===== config.mk =====
export PLATFORM = sky130hd
export DESIGN_NAME = centroid_track_matcher_top
export DESIGN_NICKNAME = d
export VERILOG_FILES = /design/src/sv/ctm_pkg.sv /design/src/sv/ctm_cell.sv /design/src/sv/ctm_dist.sv /design/src/sv/centroid_track_matcher_top.sv
export VERILOG_INCLUDE_DIRS = /design/src /design/src/sv
export SDC_FILE = /design/constraint.sdc
export NUM_CORES = 2
export LEC_CHECK = 0
export BUFFER_PORTS_ARGS = -buffer_cell sky130_fd_sc_hd__buf_2
export CAP_MARGIN = 30
export CORE_MARGIN = 2
export CORE_UTILIZATION = 45
export CTS_CLUSTER_SIZE = 20
export DETAILED_ROUTE_END_ITERATION = 8
export HOLD_SLACK_MARGIN = 0.05
export PLACE_DENSITY = 0.6
export SLEW_MARGIN = 20
export SYNTH_ARGS = -nofsm -noshare
export SYNTH_HDL_FRONTEND = slang
export SYNTH_SLANG_ARGS = --single-unit
export TNS_END_PERCENT = 10

===== constraint.sdc =====
create_clock -name clock -period 27 [get_ports clock]
set_input_delay 1.35 -clock clock [delete_from_list [all_inputs] [get_ports clock]]
set_output_delay 1.35 -clock clock [all_outputs]
set_load 0.005 [all_outputs]

===== src/sv/centroid_track_matcher_top_defines.svh =====
// Assertion macros shared by the tracker RTL.
`ifndef CENTROID_TRACK_MATCHER_TOP_DEFINES_SVH
`define CENTROID_TRACK_MATCHER_TOP_DEFINES_SVH

// Implication checked every clock edge outside reset.
`define CTM_ASSERT_IMP(label, clk, rst, ante, cons) \
   label: assert property (@(posedge clk) disable iff (rst) (ante) |-> (cons)) \
      else $error("%m: check failed");

// Next-cycle implication checked outside reset.
`define CTM_ASSERT_NEXT(label, clk, rst, ante, cons) \
   label: assert property (@(posedge clk) disable iff (rst) (ante) |=> (cons)) \
      else $error("%m: check failed");

`endif


===== src/sv/ctm_pkg.sv =====
`default_nettype none
package ctm_pkg;
   localparam int MaxTracks = 16;
   localparam int SlotW = $clog2(MaxTracks);
   localparam int CntW = $clog2(MaxTracks + 1);

   localparam logic [1:0] CMD_DETECT = 2'd0;
   localparam logic [1:0] CMD_EOF = 2'd1;
   localparam logic [1:0] CMD_RESET = 2'd2;

   localparam logic [1:0] CSR_MAX_LOST = 2'd0;
   localparam logic [1:0] CSR_MAX_DIST = 2'd1;
   localparam logic [1:0] CSR_MIN_FOUND = 2'd2;

   typedef enum logic [2:0] {
      ST_IDLE,
      ST_SCAN,
      ST_COMMIT,
      ST_AGE,
      ST_REPORT,
      ST_EMPTY
   } state_type;

   // Slot record held in each cell.
   typedef struct packed {
      logic        used;
      logic        fresh;
      logic        matched;
      logic [15:0] id;
      logic [11:0] x;
      logic [11:0] y;
      logic [7:0]  lost;
      logic [7:0]  found;
   } slot_type;

   // Control word from the sequencer to every cell.
   typedef struct packed {
      logic        rotate;  // shift the ring one position
      logic        clear;   // empty all slots
      logic        age;     // age the slot at the head
      logic        upd;     // write the head slot as matched
      logic        open;    // write the head slot as a new track
      logic [11:0] x;
      logic [11:0] y;
      logic [15:0] id;
      logic [7:0]  lost_limit;
      logic [7:0]  found_cap;
   } cell_ctl_type;
endpackage
`default_nettype wire


===== src/sv/ctm_cell.sv =====
`default_nettype none
// One slot of the ring. The head cell (fed by the tail) applies updates.
module ctm_cell (
   input  wire logic                  clock,
   input  wire logic                  reset,
   input  wire logic                  is_head,
   input  wire ctm_pkg::cell_ctl_type ctl,
   input  wire ctm_pkg::slot_type     slot_prev,
   output ctm_pkg::slot_type          slot_out
);
   ctm_pkg::slot_type slot_ff, slot_in, base;
   logic [8:0] lost_inc;
   logic [8:0] found_inc;

   always_comb begin
      base = ctl.rotate ? slot_prev : slot_ff;
      slot_in = base;
      lost_inc = {1'b0, base.lost} + 9'd1;
      found_inc = {1'b0, base.found} + 9'd1;
      if (ctl.clear) begin
         slot_in.used = 1'b0;
         slot_in.fresh = 1'b0;
         slot_in.matched = 1'b0;
      end else if (is_head) begin
         if (ctl.upd) begin
            slot_in.x = ctl.x;
            slot_in.y = ctl.y;
            slot_in.lost = '0;
            slot_in.found = (found_inc < {1'b0, ctl.found_cap}) ? found_inc[7:0]
                                                                 : ctl.found_cap;
            slot_in.matched = 1'b1;
         end else if (ctl.open) begin
            slot_in.used = 1'b1;
            slot_in.fresh = 1'b1;
            slot_in.matched = 1'b0;
            slot_in.id = ctl.id;
            slot_in.x = ctl.x;
            slot_in.y = ctl.y;
            slot_in.lost = '0;
            slot_in.found = '0;
         end else if (ctl.age && base.used) begin
            if (!base.fresh && !base.matched) begin
               if (lost_inc >= {1'b0, ctl.lost_limit}) slot_in.used = 1'b0;
               else slot_in.lost = lost_inc[7:0];
            end
            slot_in.fresh = 1'b0;
            slot_in.matched = 1'b0;
         end
      end
   end

   always_ff @(posedge clock) begin
      if (reset) begin
         slot_ff.used <= 1'b0;
         slot_ff.fresh <= 1'b0;
         slot_ff.matched <= 1'b0;
      end else begin
         slot_ff.used <= slot_in.used;
         slot_ff.fresh <= slot_in.fresh;
         slot_ff.matched <= slot_in.matched;
      end
      slot_ff.id <= slot_in.id;
      slot_ff.x <= slot_in.x;
      slot_ff.y <= slot_in.y;
      slot_ff.lost <= slot_in.lost;
      slot_ff.found <= slot_in.found;
   end

   assign slot_out = slot_ff;
endmodule
`default_nettype wire


===== src/sv/ctm_dist.sv =====
`default_nettype none
// Registered squared distance of the detection to the slot at the ring head.
module ctm_dist (
   input  wire logic        clock,
   input  wire logic [11:0] x_pos,
   input  wire logic [11:0] y_pos,
   input  wire logic [11:0] slot_x,
   input  wire logic [11:0] slot_y,
   output logic [24:0]      dist_sq
);
   logic [11:0] dx_ff, dy_ff;
   logic [11:0] dx_in, dy_in;
   logic [23:0] dx_sq, dy_sq;
   logic [24:0] dist_ff, dist_in;

   always_comb begin
      dx_in = (x_pos >= slot_x) ? x_pos - slot_x : slot_x - x_pos;
      dy_in = (y_pos >= slot_y) ? y_pos - slot_y : slot_y - y_pos;
      dx_sq = dx_ff * dx_ff;
      dy_sq = dy_ff * dy_ff;
      dist_in = {1'b0, dx_sq} + {1'b0, dy_sq};
   end

   always_ff @(posedge clock) begin
      dx_ff <= dx_in;
      dy_ff <= dy_in;
      dist_ff <= dist_in;
   end

   assign dist_sq = dist_ff;
endmodule
`default_nettype wire


===== src/sv/centroid_track_matcher_top.sv =====
// Detection: accept, a ring turn plus the distance pipeline to score, a ring turn to
// write back.
// End of frame: accept, a ring turn to age, a ring turn to report, and one empty word
// when nothing is confirmed; a stalled word holds the walk.
// Reset and unused commands finish in the accepting state. Throughput one item at a time.
// Reset: synchronous, active high; empties the table, clears id, overflow, register defaults.
`default_nettype none
`include "centroid_track_matcher_top_defines.svh"
module centroid_track_matcher_top (
   input  wire logic        clock,
   input  wire logic        reset,
   input  wire logic        req_valid,
   output logic             req_ready,
   input  wire logic [1:0]  req_command,
   input  wire logic [11:0] req_x_pos,
   input  wire logic [11:0] req_y_pos,
   output logic             rsp_valid,
   input  wire logic        rsp_ready,
   output logic             rsp_has_track,
   output logic [15:0]      rsp_track_id,
   output logic [11:0]      rsp_track_x,
   output logic [11:0]      rsp_track_y,
   output logic [7:0]       rsp_lost_count,
   output logic [7:0]       rsp_found_count,
   output logic             rsp_table_overflow,
   output logic             rsp_last,
   input  wire logic        csr_we,
   input  wire logic [1:0]  csr_index,
   input  wire logic [11:0] csr_wdata
);
   localparam int N = ctm_pkg::MaxTracks;
   localparam int SW = ctm_pkg::SlotW;
   localparam int CW = ctm_pkg::CntW;

   ctm_pkg::state_type state_ff, state_in;
   ctm_pkg::slot_type slots [N];
   ctm_pkg::cell_ctl_type ctl;

   logic [7:0]  max_lost_ff;
   logic [11:0] max_dist_ff;
   logic [7:0]  min_found_ff;
   logic [23:0] radius_sq;
   logic [15:0] next_id_ff, next_id_in;
   logic        ovf_ff, ovf_in;
   logic [11:0] x_ff, x_in, y_ff, y_in;
   logic [CW:0] cnt_ff, cnt_in;           // ring steps taken
   logic [SW:0] pos_ff, pos_in;           // ring offset, also scan index
   logic [24:0] best_ff, best_in;
   logic [SW:0] pick_ff, pick_in;         // bit SW set means none
   logic [SW:0] free_ff, free_in;
   logic        found_any_ff, found_any_in;
   logic [CW-1:0] rep_ff, rep_in;
   logic [24:0] dist_sq;
   logic [SW:0] score_pos;
   logic        rsp_valid_ff;
   ctm_pkg::slot_type out_ff;
   logic        out_has_ff, out_ovf_ff, out_last_ff;
   ctm_pkg::slot_type head, report_slot;
   logic        report_hit, rest_hit;
   logic        out_free;
   logic        load_hit, load_empty;
   logic [1:0]  elig_pipe_ff;
   logic        elig_now;

   // Cell g holds slot (g + pos_ff) mod N, so cell 0 shows slot pos_ff.
   assign head = slots[0];
   assign report_slot = head;
   assign report_hit = report_slot.used && (report_slot.found >= min_found_ff);
   assign out_free = !rsp_valid_ff || rsp_ready;
   assign radius_sq = max_dist_ff * max_dist_ff;
   assign elig_now = head.used && !head.fresh && !head.matched;
   assign load_hit = (state_ff == ctm_pkg::ST_REPORT) && out_free && report_hit;
   assign load_empty = (state_ff == ctm_pkg::ST_EMPTY) && out_free;

   for (genvar g = 0; g < N; g++) begin : g_cell
      ctm_cell u_cell (
         .clock    (clock),
         .reset    (reset),
         .is_head  (g == N - 1),
         .ctl      (ctl),
         .slot_prev(slots[(g + 1) % N]),
         .slot_out (slots[g])
      );
   end

   ctm_dist u_dist (
      .clock  (clock),
      .x_pos  (x_ff),
      .y_pos  (y_ff),
      .slot_x (head.x),
      .slot_y (head.y),
      .dist_sq(dist_sq)
   );

   // Any confirmed track still ahead in the report scan (cells hold the rest).
   always_comb begin
      rest_hit = 1'b0;
      for (int k = 0; k < N - 1; k++) begin
         if ({1'b0, pos_ff} + (CW + 1)'(k) + (CW + 1)'(1) < (CW + 1)'(N))
            rest_hit = rest_hit || (slots[k+1].used && slots[k+1].found >= min_found_ff);
      end
   end

   always_ff @(posedge clock) begin
      if (reset) begin
         max_lost_ff <= 8'd1;
         max_dist_ff <= 12'd60;
         min_found_ff <= 8'd1;
      end else if (csr_we) begin
         case (csr_index)
            ctm_pkg::CSR_MAX_LOST: max_lost_ff <= csr_wdata[7:0];
            ctm_pkg::CSR_MAX_DIST: max_dist_ff <= csr_wdata;
            ctm_pkg::CSR_MIN_FOUND: min_found_ff <= csr_wdata[7:0];
            default: ;
         endcase
      end
   end

   // Score position trails the ring by the distance pipeline (dx_ff, then dist_ff).
   assign score_pos = (SW + 1)'(cnt_ff - (CW + 1)'(2));

   always_comb begin
      state_in = state_ff;
      next_id_in = next_id_ff;
      ovf_in = ovf_ff;
      x_in = x_ff;
      y_in = y_ff;
      cnt_in = cnt_ff;
      pos_in = pos_ff;
      best_in = best_ff;
      pick_in = pick_ff;
      free_in = free_ff;
      found_any_in = found_any_ff;
      rep_in = rep_ff;
      req_ready = 1'b0;
      ctl = '0;
      ctl.x = x_ff;
      ctl.y = y_ff;
      ctl.id = next_id_ff;
      ctl.lost_limit = max_lost_ff;
      ctl.found_cap = min_found_ff;
      case (state_ff)
         ctm_pkg::ST_IDLE: begin
            // The output register holds its own copy, so a waiting word does not block.
            req_ready = 1'b1;
            if (req_valid && req_ready) begin
               x_in = req_x_pos;
               y_in = req_y_pos;
               cnt_in = '0;
               pos_in = '0;
               best_in = {1'b0, radius_sq};
               pick_in = (SW + 1)'(N);
               free_in = (SW + 1)'(N);
               found_any_in = 1'b0;
               rep_in = '0;
               case (req_command)
                  ctm_pkg::CMD_DETECT: state_in = ctm_pkg::ST_SCAN;
                  ctm_pkg::CMD_EOF: state_in = ctm_pkg::ST_AGE;
                  ctm_pkg::CMD_RESET: begin
                     ctl.clear = 1'b1;
                     next_id_in = '0;
                     ovf_in = 1'b0;
                  end
                  default: ;
               endcase
            end
         end
         ctm_pkg::ST_SCAN: begin
            // Rotate once around; head holds slot pos_ff this cycle.
            if (cnt_ff < (CW + 1)'(N)) begin
               ctl.rotate = 1'b1;
               pos_in = pos_ff + (SW + 1)'(1);
               if (!head.used && free_ff[SW]) free_in = pos_ff;
            end
            // dist_sq belongs to slot score_pos; its status rides in elig_pipe_ff
            if (cnt_ff >= (CW + 1)'(2) && elig_pipe_ff[1] && dist_sq < best_ff) begin
               best_in = dist_sq;
               pick_in = score_pos;
            end
            cnt_in = cnt_ff + (CW + 1)'(1);
            if (cnt_ff == (CW + 1)'(N + 1)) begin
               state_in = ctm_pkg::ST_COMMIT;
               cnt_in = '0;
               pos_in = '0;
            end
         end
         ctm_pkg::ST_COMMIT: begin
            // Rotate to the target slot and write it at the head.
            if (!pick_ff[SW] || !free_ff[SW]) begin
               if (pos_ff == (pick_ff[SW] ? free_ff : pick_ff)) begin
                  ctl.upd = !pick_ff[SW];
                  ctl.open = pick_ff[SW];
                  if (pick_ff[SW]) next_id_in = next_id_ff + 16'd1;
                  pick_in = (SW + 1)'(N);
                  free_in = (SW + 1)'(N);
               end
            end else if (pos_ff == '0 && cnt_ff == '0) begin
               ovf_in = 1'b1;
            end
            ctl.rotate = 1'b1;
            pos_in = pos_ff + (SW + 1)'(1);
            cnt_in = cnt_ff + (CW + 1)'(1);
            if (cnt_ff == (CW + 1)'(N - 1)) state_in = ctm_pkg::ST_IDLE;
         end
         ctm_pkg::ST_AGE: begin
            ctl.age = 1'b1;
            ctl.rotate = 1'b1;
            cnt_in = cnt_ff + (CW + 1)'(1);
            if (cnt_ff == (CW + 1)'(N - 1)) begin
               state_in = ctm_pkg::ST_REPORT;
               cnt_in = '0;
               pos_in = '0;
            end
         end
         ctm_pkg::ST_REPORT: begin
            // Walk the ring; head cell shows slot pos_ff.
            if (out_free) begin
               if (report_hit) found_any_in = 1'b1;
               if (report_hit && rep_ff != CW'(N)) rep_in = rep_ff + CW'(1);
               ctl.rotate = 1'b1;
               pos_in = pos_ff + (SW + 1)'(1);
               if (pos_ff == (SW + 1)'(N - 1)) begin
                  state_in = (found_any_ff || report_hit) ? ctm_pkg::ST_IDLE
                                                          : ctm_pkg::ST_EMPTY;
                  if (found_any_ff || report_hit) ovf_in = 1'b0;
               end
            end
         end
         ctm_pkg::ST_EMPTY: begin
            if (out_free) begin
               ovf_in = 1'b0;
               state_in = ctm_pkg::ST_IDLE;
            end
         end
         default: state_in = ctm_pkg::ST_IDLE;
      endcase
   end

   always_ff @(posedge clock) begin
      if (reset) begin
         state_ff <= ctm_pkg::ST_IDLE;
         next_id_ff <= '0;
         ovf_ff <= 1'b0;
         rsp_valid_ff <= 1'b0;
         cnt_ff <= '0;
         pos_ff <= '0;
         rep_ff <= '0;
         found_any_ff <= 1'b0;
         elig_pipe_ff <= '0;
      end else begin
         state_ff <= state_in;
         next_id_ff <= next_id_in;
         ovf_ff <= ovf_in;
         cnt_ff <= cnt_in;
         pos_ff <= pos_in;
         rep_ff <= rep_in;
         found_any_ff <= found_any_in;
         elig_pipe_ff <= {elig_pipe_ff[0], elig_now};
         rsp_valid_ff <= (load_hit && rep_ff != CW'(N)) || load_empty ||
                         (rsp_valid_ff && !rsp_ready);
      end
      best_ff <= best_in;
      pick_ff <= pick_in;
      free_ff <= free_in;
      x_ff <= x_in;
      y_ff <= y_in;
      if (load_hit) begin
         out_ff <= report_slot;
         out_has_ff <= 1'b1;
         out_ovf_ff <= ovf_ff;
         out_last_ff <= !rest_hit || (rep_ff == CW'(N - 1));
      end
      if (load_empty) begin
         out_ff <= '0;
         out_has_ff <= 1'b0;
         out_ovf_ff <= ovf_ff;
         out_last_ff <= 1'b1;
      end
   end

   assign rsp_valid = rsp_valid_ff;
   assign rsp_has_track = out_has_ff;
   assign rsp_track_id = out_ff.id;
   assign rsp_track_x = out_ff.x;
   assign rsp_track_y = out_ff.y;
   assign rsp_lost_count = out_ff.lost;
   assign rsp_found_count = out_ff.found;
   assign rsp_table_overflow = out_ovf_ff;
   assign rsp_last = out_last_ff;

   `CTM_ASSERT_IMP(a_ready_idle, clock, reset, req_ready, state_ff == ctm_pkg::ST_IDLE)
   `CTM_ASSERT_NEXT(a_rsp_hold, clock, reset, rsp_valid && !rsp_ready, rsp_valid && $stable(out_ff))
   `CTM_ASSERT_NEXT(a_clear, clock, reset, req_valid && req_ready && req_command == ctm_pkg::CMD_RESET, next_id_ff == '0 && !ovf_ff)
endmodule
`default_nettype wire


==> metrics.cfg <==
[die]
ios=106
fp.dieH_um=357
core_um2=123000
initial_core_util_pct=45.3
die_w_um=357
rows=129
die_area_um2=127000

[critical_path]
worst_setup_path_end_kind=flip-flop
critical_path.max_stage_delay_ns=0.61
r2r-start=u_dist.dy_ff[0]
r2r_slack_ns=19.89
critPathCapture=u_dist.dist_sq[24]
cp_slowest_cell=a221oi_1
crit_path_max_fanout=13
timing.rr.end=u_dist.dist_sq[24]
reg2regPathDepth=21
path_depth=21
path_common_cell=fa_1
crit_required_ns=27.66
critPathTopFamily=adder cells
worstPathArrival_ns=7.78
cp_cell_sequence=and2_1 -> fa_1 -> inv_1 -> fa_1 -> inv_1 -> fa_1 -> inv_1 -> fa_1 -> fa_1 -> fa_1 -> inv_1 -> fa_1 -> ha_1 -> a21oi_1 -> o211ai_1 -> a221oi_1 -> o221ai_1 -> nand4_1 -> nand4b_1 -> a21oi_1 -> xnor2_1
path_class=flip-flop to flip-flop
crit_buf_inv=4
cp-start-kind=flip-flop
worstSetupStartpoint=u_dist.dy_ff[0]

[sta]
fin_tns_setup_ns=0
slew_violations=0
post-route-period-util_pct=26.3
tightest_slew_ns=1.06
hold_violations=0
clock_skew_ns=0.0260
setup_viol=0
period_needed_ns=7.11
fmax_ghz=0.141
rsz0062_at_grt=no
slew_headroom_pct=29.5

[yosys]
synth.yosys.seq_area_share_pct=58.3
yosys.area.top_type=edfxtp_1
synth_edf_count=900
synth-seq-cells=1179
ys_types=86
syn_avg_cell_area_um2=13.0
synth_fp_nets=5036
synthCells=4315
ys_warn_count=0
synthTopCellsByArea=edfxtp_1 (48%), fa_1 (10%), dfxtp_1 (10%)
async_flop_share_pct=0
ys.flop_type=edfxtp_1
synth_top_area_share_pct=48.3
syn_area_um2=55900

[drt]
drc=0
wirelength_um=111000
post_drt_wl_per_cell_um=18.1
firstDrtPassIters=6
vias=31970
drt-initial-drc-count=2443
final_antenna_net_count=0
via_per_inst=5.18

[clock_tree]
clk_path_buf_depth=3
clk_latency_ns=0.73
holdBufCountCts=0
cts_tree=built
htree_levels=3
numCtsBuffers=119
cts_post_setup_buffers_inserted=0
ctsRootBufferMaster=clkbuf_16
ctsResizeCount=0
cts_sinks=1179
clkTransAtPathRegs_ns=0.07

[global_routing]
grt_max_degree=211
grt-ovfl-total=0
first_global_vias=31812
track_usage_pct=17.8
grt_pass1_wl_um=177000
antenna_found_initial=2

[cells_and_area]
regArea_um2=32600
areaGrowthSynthToFinish_pct=11.6
multi_input_area_um2=21100
layout_commonest_cell=edfxtp_1
final_layout_size_suffix_gt1_share_pct=7.97
finalNonFillerCells=6166
num-nets-final=5143
layout_common_cells=edfxtp_1 (900), nand2_1 (480), inv_1 (434)
fillers=10642

[placement]
hpwlAfterDp_um=76900
gp_congestion=0.833
numPortBuffers=105
post-place-cells=5932

[worst_hold_path]
hold_path_class=flip-flop to flip-flop

[flow_run]
drv_cap=0

[status]
status=finished, final reports clean

[logic make-up after synthesis]
logic type | after synthesis | synth area share, %
mux | 55 | 1.02
simple gates | 1110 | 9.42
compound gates | 610 | 6.75
flops | 1179 | 58.3
fa+ha+maj | 676 | 18.9
xor+xnor | 103 | 1.61
buf+inv | 582 | 3.98
[metal layers]
layer | up-vias | GRT usage (%) | share of wire [%]
met3 | 150 | 3.39 | 5.8
met1 | 15942 | 26.2 | 47
met2 | 622 | 26.6 | 45
li1 | 15256 | - | -
met5 | - | 0 | 0
met4 | 0 | 5.41 | 2.4
[how the worst min path moves through the flow]
stage / startpoint / endpoint / slack (ns) / cells past startpoint
3_5_place_dp: g_cell[1].u_cell.slot_out[20] / g_cell[0].u_cell.slot_out[20] / 0.40 / 0
6_report: g_cell[13].u_cell.slot_out[40] / g_cell[12].u_cell.slot_out[40] / 0.41 / 0
5_1_grt: g_cell[2].u_cell.slot_out[40] / g_cell[1].u_cell.slot_out[40] / 0.40 / 0
4_1_cts: g_cell[2].u_cell.slot_out[40] / g_cell[1].u_cell.slot_out[40] / 0.39 / 0
3_3_place_gp: g_cell[11].u_cell.slot_out[12] / g_cell[10].u_cell.slot_out[12] / 0.40 / 0
2_1_floorplan: g_cell[1].u_cell.slot_out[10] / g_cell[0].u_cell.slot_out[10] / 0.40 / 0
[cells in the mapped netlist, types with 8 or more instances]
master	n
edfxtp_1	900
nand2_1	480
inv_1	434
ha_1	394
fa_1	282
dfxtp_1	279
nor2_1	195
a21oi_1	190
o21ai_0	166
and2_1	154
clkbuf_1	126
xnor2_1	57
nand3_1	55
a31oi_1	52
mux2i_1	50
xor2_1	46
nor3_1	39
nor2b_1	38
a21o_1	31
nand2b_1	30
nand4_1	25
a211oi_1	23
o21a_1	21
and3_1	19
a2111oi_0	13
o211ai_1	13
o41ai_1	9
or2_2	9
or3_1	9
buf_1	8
nand3b_1	8
nor4_1	8
o22ai_1	8
[area by class of cell]
type,instances,area share (%)
Multi-Input combinational cell,2554,33.9
Clock buffer,155,5.15
Antenna cell,1,0.00401
Timing Repair Buffer,132,1.36
Sequential cell,1179,52.3
Clock inverter,72,1.41
Inverter,436,2.65
Tap cell,1637,3.28
[state kept, by name, indices dropped and copies added, names as in the netlist, 6 cells and up]
name                    cells
y_ff                       12
u_dist.dist_sq             25
cnt_ff                      6
rsp_found_count             8
rsp_track_y                12
max_dist_ff                12
rsp_track_id               16
rsp_lost_count              8
u_dist.dy_ff               12
min_found_ff                8
u_dist.dx_ff               12
max_lost_ff                 8
g_cell.u_cell.slot_out    944
best_ff                    25
x_ff                       12
next_id_ff                 16
rsp_track_x                12
[worst register-to-register path, cell delays in order (launching register included)]
cell	delay (ns)
dfxtp_1	0.43
and2_1	0.24
fa_1	0.60
inv_1	0.08
fa_1	0.53
inv_1	0.05
fa_1	0.53
inv_1	0.05
fa_1	0.53
fa_1	0.54
fa_1	0.55
inv_1	0.05
fa_1	0.47
ha_1	0.38
a21oi_1	0.27
o211ai_1	0.18
a221oi_1	0.61
o221ai_1	0.34
nand4_1	0.17
nand4b_1	0.10
a21oi_1	0.20
xnor2_1	0.13
[stage by stage]
step                worst slack (ns)  hold slack, ns  util, %  instance area [um^2]
floorplan                      0.324           0.400        -                 55900
global placement               20.03           0.401     47.1                 58100
detailed placement             19.91           0.405     47.1                 58200
CTS                            19.88           0.392     50.4                 62300
global route                   19.52           0.401     50.5                 62400
finish                         19.89           0.405     50.5                 62400
Power is not shown: default switching activity piles up to over one toggle a cycle in this logic, so the estimate is an artifact.
